$ cat src/hw/rtl/aerd_pkg.sv
`timescale 1ns / 1ps
// shared types and constants of the address-event record decoder
// no dependencies; imported by every module of the block

package aerd_pkg;

	// record format codes (register record_format)
	typedef enum logic [1:0] {
		FMT_4B   = 2'd0,
		FMT_6B   = 2'd1,
		FMT_8B   = 2'd2,
		FMT_NONE = 2'd3
	} fmt_t;

	// register index on the configuration port
	typedef enum logic [1:0] {
		REG_FORMAT  = 2'd0,
		REG_CAMERA  = 2'd1,
		REG_BORDER_MIN = 2'd2,
		REG_BORDER_MAX = 2'd3
	} reg_idx_t;

	// what the back part does with a queued record
	typedef enum logic [1:0] {
		KIND_EVENT     = 2'd0,
		KIND_EVENT_OFS = 2'd1,
		KIND_WRAP      = 2'd2,
		KIND_CLEAR     = 2'd3
	} kind_t;

	localparam int unsigned COORD_W   = 7;
	localparam int unsigned TIME_W    = 32;
	localparam int unsigned BYTE_W    = 8;
	localparam int unsigned POS_W     = 3;
	localparam int unsigned REC_DEPTH = 7;
	localparam int unsigned OUT_W     = 48;
	localparam int unsigned APB_AW    = 4;
	localparam int unsigned APB_DW    = 32;
	localparam int unsigned QUEUE_DEPTH_DEF = 4;

	localparam logic [POS_W-1:0] LAST_4B = 3'd3;
	localparam logic [POS_W-1:0] LAST_6B = 3'd5;
	localparam logic [POS_W-1:0] LAST_8B = 3'd7;

	localparam logic [TIME_W-1:0]  WRAP_STEP    = 32'h0000_4000;
	localparam logic [COORD_W-1:0] COORD_MAX    = 7'd127;
	localparam logic [COORD_W-1:0] BORDER_MIN_RST = 7'd5;
	localparam logic [COORD_W-1:0] BORDER_MAX_RST = 7'd122;

	// one decoded record between the front and back parts
	typedef struct packed {
		kind_t               kind;
		logic [COORD_W-1:0]  x;
		logic [COORD_W-1:0]  y;
		logic                pol;
		logic [TIME_W-1:0]   tstamp;
	} rec_t;

	localparam int unsigned REC_W = $bits(rec_t);

endpackage

$ cat src/hw/rtl/aerd_front.sv
`timescale 1ns / 1ps
// front part: byte alignment, record assembly and classification
// depends on aerd_pkg

module aerd_front import aerd_pkg::*; (
	input  logic              clk,
	input  logic              arst_n,
	input  fmt_t              record_format,
	input  logic              camera_select,
	input  logic              s_tvalid,
	output logic              s_tready,
	input  logic [BYTE_W-1:0] s_tdata,   // data_byte
	input  logic              s_tuser,   // buffer_start
	input  logic              q_full,
	output logic              push,
	output rec_t              push_rec
);

	logic [POS_W-1:0]  pos_q;
	logic [BYTE_W-1:0] rec_q [REC_DEPTH];
	logic [POS_W-1:0]  pos_eff;
	logic [POS_W-1:0]  last_pos;
	logic              fmt_ok;
	logic              accept;
	logic              is_last;
	logic              keep;

	assign s_tready = !q_full;
	assign accept   = s_tvalid && s_tready;
	assign pos_eff  = s_tuser ? '0 : pos_q;

	always_comb begin
		unique case (record_format)
			FMT_4B: begin
				last_pos = LAST_4B;
				fmt_ok   = 1'b1;
			end
			FMT_6B: begin
				last_pos = LAST_6B;
				fmt_ok   = 1'b1;
			end
			FMT_8B: begin
				last_pos = LAST_8B;
				fmt_ok   = 1'b1;
			end
			default: begin
				last_pos = '0;
				fmt_ok   = 1'b0;
			end
		endcase
	end

	assign is_last = fmt_ok && (pos_eff >= last_pos);

	always_ff @(posedge clk or negedge arst_n) begin
		if (!arst_n) begin
			pos_q <= '0;
		end else if (accept) begin
			if (!fmt_ok || is_last) begin
				pos_q <= '0;
			end else begin
				pos_q <= pos_eff + POS_W'(1);
			end
		end
	end

	// record byte store, only written below the last position
	always_ff @(posedge clk) begin
		if (accept && fmt_ok && !is_last) begin
			rec_q[pos_eff] <= s_tdata;
		end
	end

	// decode with the incoming byte as the last one
	always_comb begin
		push_rec = '0;
		keep     = 1'b1;
		unique case (record_format)
			FMT_4B: begin
				push_rec.x      = rec_q[0][7:1];
				push_rec.pol    = rec_q[0][0];
				push_rec.y      = rec_q[1][6:0];
				push_rec.tstamp = {16'h0000, s_tdata, rec_q[2]};
				if (s_tdata[7]) begin
					push_rec.kind = KIND_WRAP;
				end else if (s_tdata[6]) begin
					push_rec.kind = KIND_CLEAR;
				end else begin
					push_rec.kind = KIND_EVENT_OFS;
				end
			end
			FMT_6B: begin
				push_rec.kind   = KIND_EVENT;
				push_rec.y      = rec_q[0][6:0];
				push_rec.x      = rec_q[1][7:1];
				push_rec.pol    = rec_q[1][0];
				push_rec.tstamp = {rec_q[2], rec_q[3], rec_q[4], s_tdata};
			end
			FMT_8B: begin
				push_rec.kind   = KIND_EVENT;
				keep            = (rec_q[2][7] == camera_select);
				push_rec.y      = COORD_MAX - rec_q[2][6:0];
				push_rec.x      = rec_q[3][7:1];
				push_rec.pol    = rec_q[3][0];
				push_rec.tstamp = {rec_q[4], rec_q[5], rec_q[6], s_tdata};
			end
			default: begin
				keep = 1'b0;
			end
		endcase
	end

	assign push = accept && is_last && keep;

endmodule

$ cat src/hw/rtl/aerd_fifo.sv
`timescale 1ns / 1ps
// short queue of decoded records between front and back parts
// depends on aerd_pkg

module aerd_fifo import aerd_pkg::*; #(
	parameter int unsigned DEPTH = QUEUE_DEPTH_DEF
) (
	input  logic clk,
	input  logic arst_n,
	input  logic push,
	input  rec_t push_rec,
	output logic full,
	input  logic pop,
	output logic not_empty,
	output rec_t pop_rec
);

	localparam int unsigned PTR_W = (DEPTH > 1) ? $clog2(DEPTH) : 1;
	localparam int unsigned CNT_W = $clog2(DEPTH + 1);
	localparam logic [PTR_W-1:0] PTR_LAST = PTR_W'(DEPTH - 1);
	localparam logic [CNT_W-1:0] CNT_FULL = CNT_W'(DEPTH);

	rec_t             mem_q [DEPTH];
	logic [PTR_W-1:0] wr_ptr_q;
	logic [PTR_W-1:0] rd_ptr_q;
	logic [CNT_W-1:0] count_q;
	logic             do_push;
	logic             do_pop;

	assign full      = (count_q == CNT_FULL);
	assign not_empty = (count_q != '0);
	assign do_push   = push && !full;
	assign do_pop    = pop && not_empty;
	assign pop_rec   = mem_q[rd_ptr_q];

	always_ff @(posedge clk) begin
		if (do_push) begin
			mem_q[wr_ptr_q] <= push_rec;
		end
	end

	always_ff @(posedge clk or negedge arst_n) begin
		if (!arst_n) begin
			wr_ptr_q <= '0;
			rd_ptr_q <= '0;
			count_q  <= '0;
		end else begin
			if (do_push) begin
				wr_ptr_q <= (wr_ptr_q == PTR_LAST) ? '0 : wr_ptr_q + PTR_W'(1);
			end
			if (do_pop) begin
				rd_ptr_q <= (rd_ptr_q == PTR_LAST) ? '0 : rd_ptr_q + PTR_W'(1);
			end
			if (do_push && !do_pop) begin
				count_q <= count_q + CNT_W'(1);
			end else if (do_pop && !do_push) begin
				count_q <= count_q - CNT_W'(1);
			end
		end
	end

endmodule

$ cat src/hw/rtl/aerd_back.sv
`timescale 1ns / 1ps
// back part: wrap offset, window filter and output register
// depends on aerd_pkg

module aerd_back import aerd_pkg::*; (
	input  logic               clk,
	input  logic               arst_n,
	input  logic [COORD_W-1:0] border_min,
	input  logic [COORD_W-1:0] border_max,
	input  logic               q_valid,
	input  rec_t               q_rec,
	output logic               pop,
	output logic               m_tvalid,
	input  logic               m_tready,
	output logic [OUT_W-1:0]   m_tdata    // event_x, event_y, event_on, event_time
);

	logic [TIME_W-1:0]  offset_q;
	logic               out_valid_q;
	logic [COORD_W-1:0] x_q;
	logic [COORD_W-1:0] y_q;
	logic               pol_q;
	logic [TIME_W-1:0]  tstamp_q;
	logic               is_event;
	logic               in_win;
	logic [TIME_W-1:0]  tstamp_sum;

	assign pop = q_valid && (!out_valid_q || m_tready);

	assign is_event = (q_rec.kind == KIND_EVENT) || (q_rec.kind == KIND_EVENT_OFS);
	assign in_win   = (q_rec.x >= border_min) && (q_rec.y >= border_min) &&
	                  (q_rec.x <= border_max) && (q_rec.y <= border_max);
	assign tstamp_sum = (q_rec.kind == KIND_EVENT_OFS) ? q_rec.tstamp + offset_q
	                                                   : q_rec.tstamp;

	always_ff @(posedge clk or negedge arst_n) begin
		if (!arst_n) begin
			offset_q    <= '0;
			out_valid_q <= 1'b0;
		end else if (pop) begin
			out_valid_q <= is_event && in_win;
			unique case (q_rec.kind)
				KIND_WRAP:  offset_q <= offset_q + WRAP_STEP;
				KIND_CLEAR: offset_q <= '0;
				default: ;
			endcase
		end else if (m_tready) begin
			out_valid_q <= 1'b0;
		end
	end

	always_ff @(posedge clk) begin
		if (pop) begin
			x_q      <= q_rec.x;
			y_q      <= q_rec.y;
			pol_q    <= q_rec.pol;
			tstamp_q <= tstamp_sum;
		end
	end

	assign m_tvalid = out_valid_q;
	assign m_tdata  = {1'b0, tstamp_q, pol_q, y_q, x_q};

endmodule

$ cat src/hw/rtl/address_event_record_decoder.sv
`timescale 1ns / 1ps
// address-event record decoder: one byte per cycle in unless the queue is full,
// at most one event per record out; a record's event goes through the record queue
// and the output register to m_tvalid; at most one event per 4 bytes
// the record queue (4 deep by default) stalls input only while output is held off
// reset: registers to defaults (format 4-byte, camera 0, window 5..122), byte
// position and wrap offset zero, queue and output empty; record bytes not cleared
// depends on aerd_pkg, aerd_front, aerd_fifo, aerd_back

module address_event_record_decoder import aerd_pkg::*; #(
	parameter int unsigned QUEUE_DEPTH = QUEUE_DEPTH_DEF
) (
	input  logic              clk,
	input  logic              arst_n,
	// configuration port
	input  logic              psel,
	input  logic              penable,
	input  logic              pwrite,
	input  logic [APB_AW-1:0] paddr,
	input  logic [APB_DW-1:0] pwdata,
	output logic [APB_DW-1:0] prdata,
	output logic              pready,
	// byte stream in
	input  logic              s_tvalid,
	output logic              s_tready,
	input  logic [BYTE_W-1:0] s_tdata,   // [7:0] data_byte
	input  logic              s_tuser,   // [0] buffer_start
	// event stream out
	output logic              m_tvalid,
	input  logic              m_tready,
	output logic [OUT_W-1:0]  m_tdata    // [6:0] event_x, [13:7] event_y,
	                                     // [14] event_on, [46:15] event_time, [47] zero
);

	fmt_t               fmt_q;
	logic               camera_q;
	logic [COORD_W-1:0] border_min_q;
	logic [COORD_W-1:0] border_max_q;
	logic               cfg_wr;
	reg_idx_t           cfg_idx;

	logic q_full;
	logic q_push;
	rec_t q_push_rec;
	logic q_pop;
	logic q_valid;
	rec_t q_pop_rec;

	// register file, word-addressed by paddr[3:2]
	assign pready  = 1'b1;
	assign cfg_wr  = psel && penable && pwrite && pready;
	assign cfg_idx = reg_idx_t'(paddr[3:2]);

	always_ff @(posedge clk or negedge arst_n) begin
		if (!arst_n) begin
			fmt_q        <= FMT_4B;
			camera_q     <= 1'b0;
			border_min_q <= BORDER_MIN_RST;
			border_max_q <= BORDER_MAX_RST;
		end else if (cfg_wr) begin
			unique case (cfg_idx)
				REG_FORMAT:     fmt_q        <= fmt_t'(pwdata[1:0]);
				REG_CAMERA:     camera_q     <= pwdata[0];
				REG_BORDER_MIN: border_min_q <= pwdata[COORD_W-1:0];
				REG_BORDER_MAX: border_max_q <= pwdata[COORD_W-1:0];
				default: ;
			endcase
		end
	end

	// register readback
	always_comb begin
		unique case (cfg_idx)
			REG_FORMAT:     prdata = APB_DW'(fmt_q);
			REG_CAMERA:     prdata = APB_DW'(camera_q);
			REG_BORDER_MIN: prdata = APB_DW'(border_min_q);
			REG_BORDER_MAX: prdata = APB_DW'(border_max_q);
			default:        prdata = '0;
		endcase
	end

	// front: aligns bytes into records, drops other-camera records in the 8-byte format
	aerd_front u_front (
		.clk           (clk),
		.arst_n        (arst_n),
		.record_format (fmt_q),
		.camera_select (camera_q),
		.s_tvalid      (s_tvalid),
		.s_tready      (s_tready),
		.s_tdata       (s_tdata),
		.s_tuser       (s_tuser),
		.q_full        (q_full),
		.push          (q_push),
		.push_rec      (q_push_rec)
	);

	// queue decouples a stalled output from the byte stream
	aerd_fifo #(
		.DEPTH (QUEUE_DEPTH)
	) u_fifo (
		.clk       (clk),
		.arst_n    (arst_n),
		.push      (q_push),
		.push_rec  (q_push_rec),
		.full      (q_full),
		.pop       (q_pop),
		.not_empty (q_valid),
		.pop_rec   (q_pop_rec)
	);

	// back: markers update the offset, events get filtered and registered
	aerd_back u_back (
		.clk        (clk),
		.arst_n     (arst_n),
		.border_min (border_min_q),
		.border_max (border_max_q),
		.q_valid    (q_valid),
		.q_rec      (q_pop_rec),
		.pop        (q_pop),
		.m_tvalid   (m_tvalid),
		.m_tready   (m_tready),
		.m_tdata    (m_tdata)
	);

endmodule
$ cat config.mk
export PLATFORM = sky130hd
export DESIGN_NAME = address_event_record_decoder
export DESIGN_NICKNAME = d
export VERILOG_FILES = /design/src/hw/rtl/aerd_pkg.sv /design/src/hw/rtl/aerd_front.sv /design/src/hw/rtl/aerd_fifo.sv /design/src/hw/rtl/aerd_back.sv /design/src/hw/rtl/address_event_record_decoder.sv
export SDC_FILE = /design/constraint.sdc
export NUM_CORES = 1
export LEC_CHECK = 0
export BUFFER_PORTS_ARGS = -buffer_cell sky130_fd_sc_hd__buf_2
export CORE_AREA = 5 5 163 205
export DETAILED_ROUTE_END_ITERATION = 6
export DIE_AREA = 0 0 168 210
export PLACE_DENSITY = 0.82
export SLEW_MARGIN = 20
export SYNTH_ARGS = -nofsm -noshare
export SYNTH_HDL_FRONTEND = slang
export SYNTH_SLANG_ARGS = --single-unit
$ cat constraint.sdc
create_clock -name clk -period 4.3 [get_ports clk]
set_input_delay 0.43 -clock clk [delete_from_list [all_inputs] [get_ports clk]]
set_output_delay 0.43 -clock clk [all_outputs]
set_load 0.05 [all_outputs]
==> flow_summary.json <==
{
  "wl_um": 32500,
  "via_count": 9030,
  "max-slew-margin-rel_pct": 47.7,
  "synth_cells": 1029,
  "clock_path_buffers": 3,
  "powerDensity_mw_per_mm2": 686,
  "die_w_um": 168,
  "cts_resized": 0,
  "tightestPinTransition_ns": 0.781,
  "drt_iter0_drc": 1119,
  "critPathSlowestCell": "dfrtp_4",
  "violations": "design-rule violations",
  "drive_gt1_share_pct": 20.3,
  "fin_setup_tns_ns": 0,
  "rsz0062_at_grt": "false",
  "fmax_mhz": 272,
  "period_share_pct": 85.6,
  "crit_path_end_kind": "register",
  "final_hold_viol_count": 0,
  "worstPathCellList": "buf_4, mux4_2, ha_1, nor2b_1, o21a_1, o21a_1, o21bai_1, a21oi_1, or4_1, o31ai_1",
  "fin_skew_ns": 0.0192,
  "fin_crit_ns": 3.68,
  "slew_violations": 0,
  "clk_pin_slew_worst_paths_ns": 0.06,
  "worstPathRequired_ns": 4.72,
  "wl_per_cell_um": 20.8,
  "grt_overflow": 0,
  "fin_cells": 1563,
  "drtPass1Iterations": 7,
  "rr_endpoint": "u_back.m_tvalid",
  "async_reset_ff_share_pct": 13.3,
  "dieArea_mm2": 0.0353,
  "initial_core_util_pct": 49.1,
  "vdd_ir_drop_max_mv": 0.384,
  "syn_area_mm2": 0.0154,
  "cts_tree": "built",
  "area_growth_pct": 12.8,
  "clk_latency_ns": 0.52,
  "synthDistinctLibCells": 59,
  "grt_pass1_vias": 9343,
  "cpMostUsedCell": "o21a_1",
  "gp_congestion": 0.904,
  "cts_sinks": 345,
  "synth-edff-count": 299,
  "cts_setup_buffers": 0,
  "grt_pass1_wl_um": 50700,
  "core.rowCount": 73,
  "ys_ff_latch": 345,
  "crit_arrival_ns": 4.10,
  "dp_cells": 1503,
  "synth_ff_type": "edfxtp_1",
  "ys_warn_count": 0,
  "startpoint_type": "register",
  "crit_path_max_fanout": 23,
  "core-area_mm2": 0.0313,
  "cts_hold_buf": 0,
  "hold_path.class": "in2async",
  "track_usage_pct": 18.2,
  "numCtsBuffers": 34,
  "status": "finished, violations left",
  "final_nets": 1242,
  "vias_per_cell": 5.78,
  "reg2reg_slack_ns": 0.62,
  "cap_violations": 0,
  "clockRootBuffer": "clkbuf_16",
  "cts_max_level": 2,
  "p_leak_nw": 6.62,
  "critPathKind": "reg2reg",
  "antenna_left": 0,
  "port_buffers": 80,
  "antenna_found_initial": 2,
  "dp_hpwl_um": 21100,
  "io_pins": 135,
  "drc_errors": 6,
  "cp_slowest_stage_delay_ns": 0.71,
  "ys_seq_area_share_pct": 65.8,
  "die_y_um": 210,
  "avgSynthCellArea_um2": 15.0,
  "r2r_cells": 10,
  "grt_max_degree": 50,
  "setup_viol": 0,
  "rr_startpoint": "u_fifo.rd_ptr_q[0]"
}
## critical path: cells and delay by family (launching register included)
family	cells	cell delay [ns]
flip-flops	1	0.71
multiplexers	1	0.61
adder cells (fa/ha/maj)	1	0.31
buffers and inverters	1	0.45
AND/OR/NAND/NOR	2	0.63
AO/OA/AOI/OAI	5	0.85
## registers in the layout (all words and copies together), names as in the netlist
name	count
border_max_q	7
border_min_q	7
camera_q	1
fmt_q	2
u_back.m_tvalid	1
u_back.offset_q	18
u_back.pol_q	1
u_back.tstamp_q	32
u_back.x_q	7
u_back.y_q	7
u_fifo.count_q	3
u_fifo.mem_q	196
u_fifo.rd_ptr_q	2
u_fifo.wr_ptr_q	2
u_front.pos_q	3
u_front.rec_q	56
## cells in the mapped netlist (2+ instances only)
master / count / area, µm²
buf_1: 4 / 15.0
and4_1: 2 / 17.5
mux4_1: 3 / 78.8
buf_2: 6 / 30.0
ha_1: 62 / 776
inv_1: 40 / 150
conb_1: 2 / 7.51
a22oi_1: 24 / 180
xnor2_1: 19 / 166
a31oi_1: 4 / 25.0
o21bai_1: 6 / 45.0
mux2_2: 14 / 158
a21o_1: 11 / 82.6
nor2_1: 85 / 319
o211ai_1: 2 / 15.0
o31ai_1: 2 / 15.0
o21ai_1: 3 / 15.0
nand2b_1: 10 / 62.6
nor3_1: 7 / 35.0
dfrtp_1: 39 / 976
nor4_1: 6 / 37.5
edfxtp_1: 299 / 8980
dfstp_2: 7 / 184
o22ai_1: 3 / 18.8
nand4_1: 10 / 62.6
a21oi_1: 23 / 115
nor2b_1: 12 / 75.1
o21a_1: 4 / 30.0
nand3_1: 9 / 45.0
buf_4: 29 / 218
xor2_1: 15 / 131
mux2i_1: 11 / 110
mux4_2: 46 / 1040
or3_1: 4 / 25.0
a222oi_1: 23 / 230
nand2_1: 68 / 255
or2_2: 3 / 18.8
a211oi_1: 3 / 22.5
o21ai_0: 48 / 240
and2_1: 7 / 43.8
and3_1: 9 / 56.3
or4_1: 2 / 15.0
clkbuf_1: 27 / 101
## per-stage QoR
stage          hold slack [ns]  setup WS, ns  area, µm²  power [mW]  utilization (%)
2_1_floorplan            0.134         0.239      15500        7.94                -
3_3_place_gp             0.485         0.757      16300        8.82             51.9
3_5_place_dp             0.500         0.710      16300        8.97             51.9
4_1_cts                 0.0193         0.572      17400        12.0             55.4
5_1_grt                 0.0639         0.369      17400        12.5             55.4
6_report               0.00595         0.619      17400        11.9             55.5
## worst max-delay path by stage
stage / start / slack [ns] / endpoint
6_report: u_fifo.rd_ptr_q[0] / 0.62 / u_back.m_tvalid
4_1_cts: u_fifo.rd_ptr_q[0] / 0.57 / u_back.m_tvalid
3_5_place_dp: u_fifo.rd_ptr_q[0] / 0.71 / u_back.m_tvalid
2_1_floorplan: fmt_q[0] / 0.24 / u_fifo.mem_q[3][0]
5_1_grt: u_fifo.rd_ptr_q[0] / 0.37 / u_back.tstamp_q[30]
3_3_place_gp: u_fifo.rd_ptr_q[0] / 0.76 / u_back.m_tvalid
## power by group
| group | switching, mW | internal, mW | total, mW |
|---|---|---|---|
| Clock | 1.22 | 1.74 | 2.96 |
| Combinational | 2.85 | 1.39 | 4.24 |
| Sequential | 0.293 | 4.41 | 4.71 |
## layout make-up
| class | instances | area [µm²] |
|---|---|---|
| Tap cell | 412 | 515 |
| Multi-Input combinational cell | 602 | 4820 |
| Clock inverter | 20 | 225 |
| Clock buffer | 38 | 887 |
| Inverter | 40 | 150 |
| Sequential cell | 345 | 10100 |
| Antenna cell | 2 | 5.00 |
| Timing Repair Buffer | 104 | 631 |
| Fill cell | 2387 | 14000 |
## logic make-up after synthesis
kind of cell             count (synthesis)  synth area share [%]
adder cells (fa/ha/maj)                 63                  5.17
flip-flops                             345                  65.8
AND/OR/NAND/NOR                        238                  7.20
other                                    2                0.0488
XOR/XNOR                                34                  1.93
buffers and inverters                  108                  3.54
multiplexers                            74                  8.98
AO/OA/AOI/OAI                          165                  7.28
## cells in the final DEF (no fill, tap or decap), types with 4 or more instances in the layout
cell type / instances
mux4_2: 46
edfxtp_1: 299
or3_1: 4
mux2i_1: 11
buf_12: 4
and2_2: 4
nor2b_1: 12
dfrtp_1: 37
inv_1: 40
bufinv_16: 4
a222oi_1: 23
xor2_1: 15
a21o_1: 11
nand2b_1: 10
nand3_1: 9
mux2_2: 14
o21a_1: 4
o21bai_1: 6
and3_1: 9
clkbuf_16: 35
nor4_1: 6
a22oi_1: 24
buf_4: 20
conb_1: 28
nor3_1: 7
xnor2_1: 19
a31oi_1: 4
a21oi_1: 23
buf_2: 80
o21ai_0: 48
clkinv_1: 7
nand4_1: 10
ha_1: 62
nor2_1: 85
nand2_1: 68
dfstp_2: 7
## routing by layer
metal,global-route usage [%],up-vias,wire (µm)
li1,-,4088,-
met1,20.7,4451,11600
met2,33.5,415,17400
met3,3.60,76,2310
met4,7.75,0,1180
met5,0,-,0
(Power assumes the default switching activity.)
